**src/rtl/sfcd_pkg.sv**
```systemverilog
package sfcd_pkg;

   // framing constants
   localparam logic [7:0] START_BYTE    = 8'h0F;
   localparam logic [4:0] LAST_POS      = 5'd24;
   localparam logic [4:0] LAST_DATA_POS = 5'd22;
   localparam logic [4:0] CH_BITS       = 5'd11;
   localparam logic [4:0] BYTE_BITS     = 5'd8;

   // widths
   localparam int VALUE_W   = 11;
   localparam int CHANNEL_W = 4;
   localparam int ACC_W     = 18;

   // result kinds
   localparam logic KIND_CHANNEL = 1'b0;
   localparam logic KIND_DONE    = 1'b1;

   localparam int DEFAULT_CHANNELS = 6;

   typedef struct packed {
      logic                 kind;
      logic [CHANNEL_W-1:0] channel;
      logic [VALUE_W-1:0]   value;
   } result_type;

endpackage

```
**src/rtl/sbus_frame_channel_decoder_unit.sv**
```systemverilog
// sbus frame channel decoder
// Takes received bytes on the req_ channel, one word per handshake. While idle
// it drops every byte until the start byte 0x0F; it then counts a 25-byte frame.
// Data bytes (positions 1 to 22) are packed lsb first into an 18-bit accumulator
// and every 11 bits give one rsp_ word with kind channel, the channel index and
// the value, up to CHANNELS channels per frame. The flag byte gives nothing.
// The 25th byte gives a frame-complete word (kind 1, channel and value 0) and
// the decoder returns to idle.
// A result passes through the input register and then the result register
// before it appears on rsp_valid. Throughput: one byte per cycle while rsp_stall
// is low, set by the combinational accumulate-and-extract step between the two
// registers. A byte that gives no result simply leaves the pipeline.
// When the receiver stalls, the result register holds its word and the input
// register holds its byte; req_stall rises only while both are full and
// rsp_stall is high. A synchronous reset empties both registers and returns
// the decoder to idle, awaiting a start byte.
module sbus_frame_channel_decoder_unit
   import sfcd_pkg::*;
#(
   parameter int CHANNELS = DEFAULT_CHANNELS
) (
   input  logic                 clock,
   input  logic                 reset,
   input  logic                 req_valid,
   output logic                 req_stall,
   input  logic [7:0]           req_rx_byte,
   output logic                 rsp_valid,
   input  logic                 rsp_stall,
   output logic                 rsp_kind,
   output logic [CHANNEL_W-1:0] rsp_channel,
   output logic [VALUE_W-1:0]   rsp_value
);

   localparam logic [4:0] NUM_CH = 5'(CHANNELS);

   // pipeline registers
   logic             in_valid_ff, in_valid_in;
   logic [7:0]       in_byte_ff, in_byte_in;
   logic             out_valid_ff, out_valid_in;
   result_type       out_word_ff, out_word_in;

   // decoder state
   logic [4:0]       byte_count_ff, byte_count_in;
   logic [ACC_W-1:0] pending_bits_ff, pending_bits_in;
   logic [4:0]       pending_count_ff, pending_count_in;
   logic [4:0]       next_channel_ff, next_channel_in;

   logic             out_free;
   logic             step;
   logic             emit;
   result_type       word;
   logic [ACC_W-1:0] acc;
   logic [4:0]       acc_count;

   // handshake
   assign out_free  = !out_valid_ff || !rsp_stall;
   assign step      = in_valid_ff && out_free;
   assign req_stall = in_valid_ff && !out_free;

   // input register
   always_comb begin
      in_valid_in = in_valid_ff;
      in_byte_in  = in_byte_ff;
      if (!req_stall) begin
         in_valid_in = req_valid;
         in_byte_in  = req_rx_byte;
      end
   end

   // accumulate the current byte at the fill position
   assign acc       = pending_bits_ff
                    | (ACC_W'(in_byte_ff) << pending_count_ff[3:0]);
   assign acc_count = pending_count_ff + BYTE_BITS;

   // frame decode
   always_comb begin
      byte_count_in    = byte_count_ff;
      pending_bits_in  = pending_bits_ff;
      pending_count_in = pending_count_ff;
      next_channel_in  = next_channel_ff;
      emit             = 1'b0;
      word.kind        = KIND_CHANNEL;
      word.channel     = '0;
      word.value       = '0;
      if (step) begin
         if (byte_count_ff == 5'd0) begin
            if (in_byte_ff == START_BYTE) begin
               byte_count_in    = 5'd1;
               pending_bits_in  = '0;
               pending_count_in = '0;
               next_channel_in  = '0;
            end
         end else if (byte_count_ff >= LAST_POS) begin
            byte_count_in = 5'd0;
            emit          = 1'b1;
            word.kind     = KIND_DONE;
         end else begin
            byte_count_in = byte_count_ff + 5'd1;
            if (byte_count_ff <= LAST_DATA_POS && next_channel_ff < NUM_CH) begin
               pending_bits_in  = acc;
               pending_count_in = acc_count;
               if (acc_count >= CH_BITS) begin
                  emit             = 1'b1;
                  word.channel     = next_channel_ff[CHANNEL_W-1:0];
                  word.value       = acc[VALUE_W-1:0];
                  pending_bits_in  = acc >> CH_BITS;
                  pending_count_in = acc_count - CH_BITS;
                  next_channel_in  = next_channel_ff + 5'd1;
               end
            end
         end
      end
   end

   // result register
   always_comb begin
      out_valid_in = out_valid_ff;
      out_word_in  = out_word_ff;
      if (out_free) begin
         out_valid_in = step && emit;
         out_word_in  = word;
      end
   end

   always_ff @(posedge clock) begin
      if (reset) begin
         in_valid_ff      <= 1'b0;
         out_valid_ff     <= 1'b0;
         byte_count_ff    <= '0;
         pending_bits_ff  <= '0;
         pending_count_ff <= '0;
         next_channel_ff  <= '0;
      end else begin
         in_valid_ff      <= in_valid_in;
         out_valid_ff     <= out_valid_in;
         byte_count_ff    <= byte_count_in;
         pending_bits_ff  <= pending_bits_in;
         pending_count_ff <= pending_count_in;
         next_channel_ff  <= next_channel_in;
      end
      in_byte_ff  <= in_byte_in;
      out_word_ff <= out_word_in;
   end

   assign rsp_valid   = out_valid_ff;
   assign rsp_kind    = out_word_ff.kind;
   assign rsp_channel = out_word_ff.channel;
   assign rsp_value   = out_word_ff.value;

   // checks
   a_done_is_clean: assert property (@(posedge clock) disable iff (reset)
      rsp_valid && rsp_kind == KIND_DONE |-> rsp_channel == '0 && rsp_value == '0)
      else $error("frame-complete word carries channel data");

   a_stall_only_when_full: assert property (@(posedge clock) disable iff (reset)
      req_stall |-> rsp_valid && rsp_stall)
      else $error("input stalled while result register can move");

   a_channel_in_range: assert property (@(posedge clock) disable iff (reset)
      rsp_valid && rsp_kind == KIND_CHANNEL |-> 5'(rsp_channel) < NUM_CH)
      else $error("channel index beyond configured channel count");

   a_fill_bounded: assert property (@(posedge clock) disable iff (reset)
      pending_count_ff < CH_BITS)
      else $error("accumulator holds a whole unsent channel");

endmodule
```
**config.mk**
```make
export PLATFORM = sky130hd
export DESIGN_NAME = sbus_frame_channel_decoder_unit
export DESIGN_NICKNAME = d
export VERILOG_FILES = /design/src/rtl/sfcd_pkg.sv /design/src/rtl/sbus_frame_channel_decoder_unit.sv
export SDC_FILE = /design/constraint.sdc
export NUM_CORES = 1
export LEC_CHECK = 0
export BUFFER_PORTS_ARGS = -buffer_cell sky130_fd_sc_hd__buf_2
export CAP_MARGIN = 20
export CORE_MARGIN = 3
export CORE_UTILIZATION = 25
export CTS_CLUSTER_DIAMETER = 100
export CTS_CLUSTER_SIZE = 20
export DETAILED_ROUTE_END_ITERATION = 7
export MAX_ROUTING_LAYER = met4
export PLACE_DENSITY = 0.42
export SLEW_MARGIN = 0
export SYNTH_ARGS = -nofsm -noshare
export SYNTH_HDL_FRONTEND = slang
export SYNTH_SLANG_ARGS = --single-unit
```
**constraint.sdc**
```tcl
create_clock -name clock -period 2.7 [get_ports clock]
set_input_delay 0.135 -clock clock [delete_from_list [all_inputs] [get_ports clock]]
set_output_delay 0.135 -clock clock [all_outputs]
set_load 0.03 [all_outputs]
```
==> flow_metrics.py <==
metrics = {
    "logic_synthesis": {
        "yosys_most_used_dff": "dfxtp_1",
        "yosysTopAreaCell": "edfxtp_1",
        "syn_inst": 321,
        "ys_warn_count": 0,
        "synth_top_family_by_area": "compound AO/OA/AOI/OAI gates",
        "synthArstFlopShare": 0,
        "synth-adder-area-share": 0.0200,
        "ys_ff_latch": 59,
        "synthTopCellsByCount": "nor2_1, dfxtp_1, a21oi_1",
        "synth_edf_count": 24,
        "avgSynthCellArea_um2": 9.74,
        "synth_xor_area_frac": 0.00560,
        "ys_types": 62,
        "synth_mux_area_frac": 0.0720,
        "synth_fp_nets": 338,
        "synth_compound_area_frac": 0.212,
        "synth_simple_gate_area_frac": 0.188,
        "ys_seq_area_frac": 0.455,
        "synth.top_cells.by_area": "edfxtp_1, dfxtp_1, nor2_1",
        "yosysTopAreaCellShare": 0.230,
        "synth.most_common_cell": "nor2_1",
        "synth_area_mm2": 0.00313,
    },
    "run_status": {
        "status": "finished clean",
    },
    "finish": {
        "regArea_mm2": 0.00142,
        "design_area_mm2": 0.00387,
        "num_antenna_cells": 0,
        "fill_cells": 1281,
        "area_growth_pct": 23.9,
        "multi_input_area_mm2": 0.00156,
        "final_cells": 535,
        "layout.nets": 379,
        "drive_above_1_share": 0.213,
    },
    "critical_path": {
        "cp_cell_sequence": "buf_4, nor2_1, a221o_1, nor3_4, buf_4, nand2b_2, o21ai_0",
        "crit_top_cell": "buf_4",
        "slowest_stage": "a221o_1",
        "path_class": "reg2reg",
        "crit_arrival_ps": 2520,
        "path_max_fanout": 17,
        "worstSetupStartpointType": "flip-flop",
        "required_ps": 2950,
        "critPathCaptureType": "flip-flop",
        "critPathMaxStageDelay_ps": 460,
    },
    "routing": {
        "routed_wl_um": 8280,
        "drt-initial-drc-count": 113,
        "first_pass_iters": 5,
        "drtAntennaViolNets": 0,
        "avgViaCountPerCell": 4.74,
        "vias": 2537,
        "wire_per_inst_um": 15.5,
        "drc": 0,
    },
    "timing": {
        "rsz0062_at_grt": "false",
        "slew_viol_final": 0,
        "fin_crit_sh": 0.840,
        "final.setup.tns_ps": 0,
        "min_period_ps": 2270,
        "slew_headroom": 0.479,
        "worst_pin_slew_ps": 779,
        "finalSetupViolations": 0,
        "finClkSkew_ps": 8.21,
        "fmax_mhz": 441,
        "hold_violations": 0,
    },
    "clocking": {
        "clkTransAtPathRegs_ps": 60,
        "cts_tree": "yes",
        "clock-sinks": 59,
        "cts_hold_buf": 8,
        "numCtsBuffers": 9,
        "postCtsSetupRepairBufs": 0,
        "clock_path_buffers": 2,
        "clockRootBuffer": "clkbuf_16",
        "htreeDepth": 3,
        "clk_latency_ps": 320,
        "cts-resized-gates": 0,
    },
    "place": {
        "placed_area_mm2": 0.00346,
        "hpwl_um": 5880,
        "io_buffers": 29,
        "placed_cells": 511,
        "place.gp.congestion": 0.784,
    },
    "die": {
        "die_width_um": 118,
        "boundaryPins": 30,
        "rows": 40,
        "initial_core_util": 0.258,
        "die_area_mm2": 0.0139,
        "core_mm2": 0.0121,
        "die_h_um": 118,
    },
    "grt": {
        "grt_pass1_vias": 2451,
        "antenna_found_initial": 0,
        "grt_usage": 0.127,
        "grt_pass1_wl_um": 13600,
        "grt.overflow.total": 0,
        "grt_max_degree": 25,
    },
    "pwr": {
        "powerDensity_mw_per_mm2": 594,
        "leakagePower_uw": 0.00146,
        "vdd_drop_max_mv": 0.244,
    },
    "min_path": {
        "worstHoldPathType": "in2reg",
    },
    "flow_run": {
        "drv_cap": 0,
    },
}
==> layout by cell type (no fill, tap or decap), drive strengths merged, types with 5 or more instances in the layout <==
cell	n
inv	12
dlygate4sd3	8
mux2	8
a21oi	29
nor3	7
a22oi	8
clkbuf	12
nor2	41
nand3	8
edfxtp	24
or3	6
dfxtp	35
ha	5
o21ai	22
a211oi	6
nand2	24
mux2i	6
and2	6
buf	39
==> where the power goes <==
part           internal, µW  leakage (µW)  total [µW]  switching [µW]
clock                   886      0.000168        1290             400
combinational          32.1      0.000729        69.6            37.6
sequential              932      0.000562         944            12.6
total                  1850       0.00146        2300             450
==> cell families after synthesis <==
kind of cell	Yosys count
simple gates	111
compound gates	97
flops	59
buf+inv	29
mux	17
fa+ha+maj	5
xor+xnor	2
other cells	1
==> routing by layer <==
metal / track usage / vias up / part of all wire
met1: 0.169 / 1200 / 0.49
met2: 0.190 / 52 / 0.45
met4: 0.0476 / 0 / 0.017
li1: - / 1273 / -
met5: - / - / 0
met3: 0.0293 / 12 / 0.040
==> layout make-up <==
type	instances	share of cell area
Timing Repair Buffer	47	0.0775
Clock buffer	12	0.0691
Sequential cell	59	0.367
Inverter	12	0.0116
Clock inverter	4	0.0181
Multi-Input combinational cell	233	0.403
Tap cell	168	0.0542
==> state kept, by name (all words and copies together), names as in the netlist <==
register and flops:
in_byte_ff 8, rsp_valid 1, next_channel_ff 5, rsp_kind 1
pending_count_ff 5, rsp_channel 4, pending_bits_ff 18, rsp_value 11
in_valid_ff 1, byte_count_ff 5
==> per-stage QoR <==
step | total power [µW] | setup slack [ps] | hold slack, ps | util
6_report | 2300 | 432 | 37.2 | 0.320
5_1_grt | 2380 | 169 | 63.1 | 0.320
4_1_cts | 2330 | 406 | 32.0 | 0.320
3_5_place_dp | 1020 | 417 | 313 | 0.285
3_3_place_gp | 1020 | 397 | 312 | 0.285
2_1_floorplan | 996 | 532 | 234 | -
==> critical path: cells and delay by family (launching register included) <==
| kind | cells | cell delay [ps] |
|---|---|---|
| buffers and inverters | 2 | 470 |
| flip-flops | 1 | 320 |
| AO/OA/AOI/OAI | 2 | 650 |
| AND/OR/NAND/NOR | 3 | 750 |
==> final timing paths <==
check / from / endpoint / slack [ps] / cells past startpoint
hold reg to reg: next_channel_ff[4] / next_channel_ff[4] / 450 / 2
setup reg to reg: pending_count_ff[3] / pending_bits_ff[14] / 430 / 7
hold / removal: req_valid / in_valid_ff / 40 / 3
setup / recovery: pending_count_ff[3] / pending_bits_ff[14] / 430 / 7
Note: power is estimated with default switching activity, not from simulation.
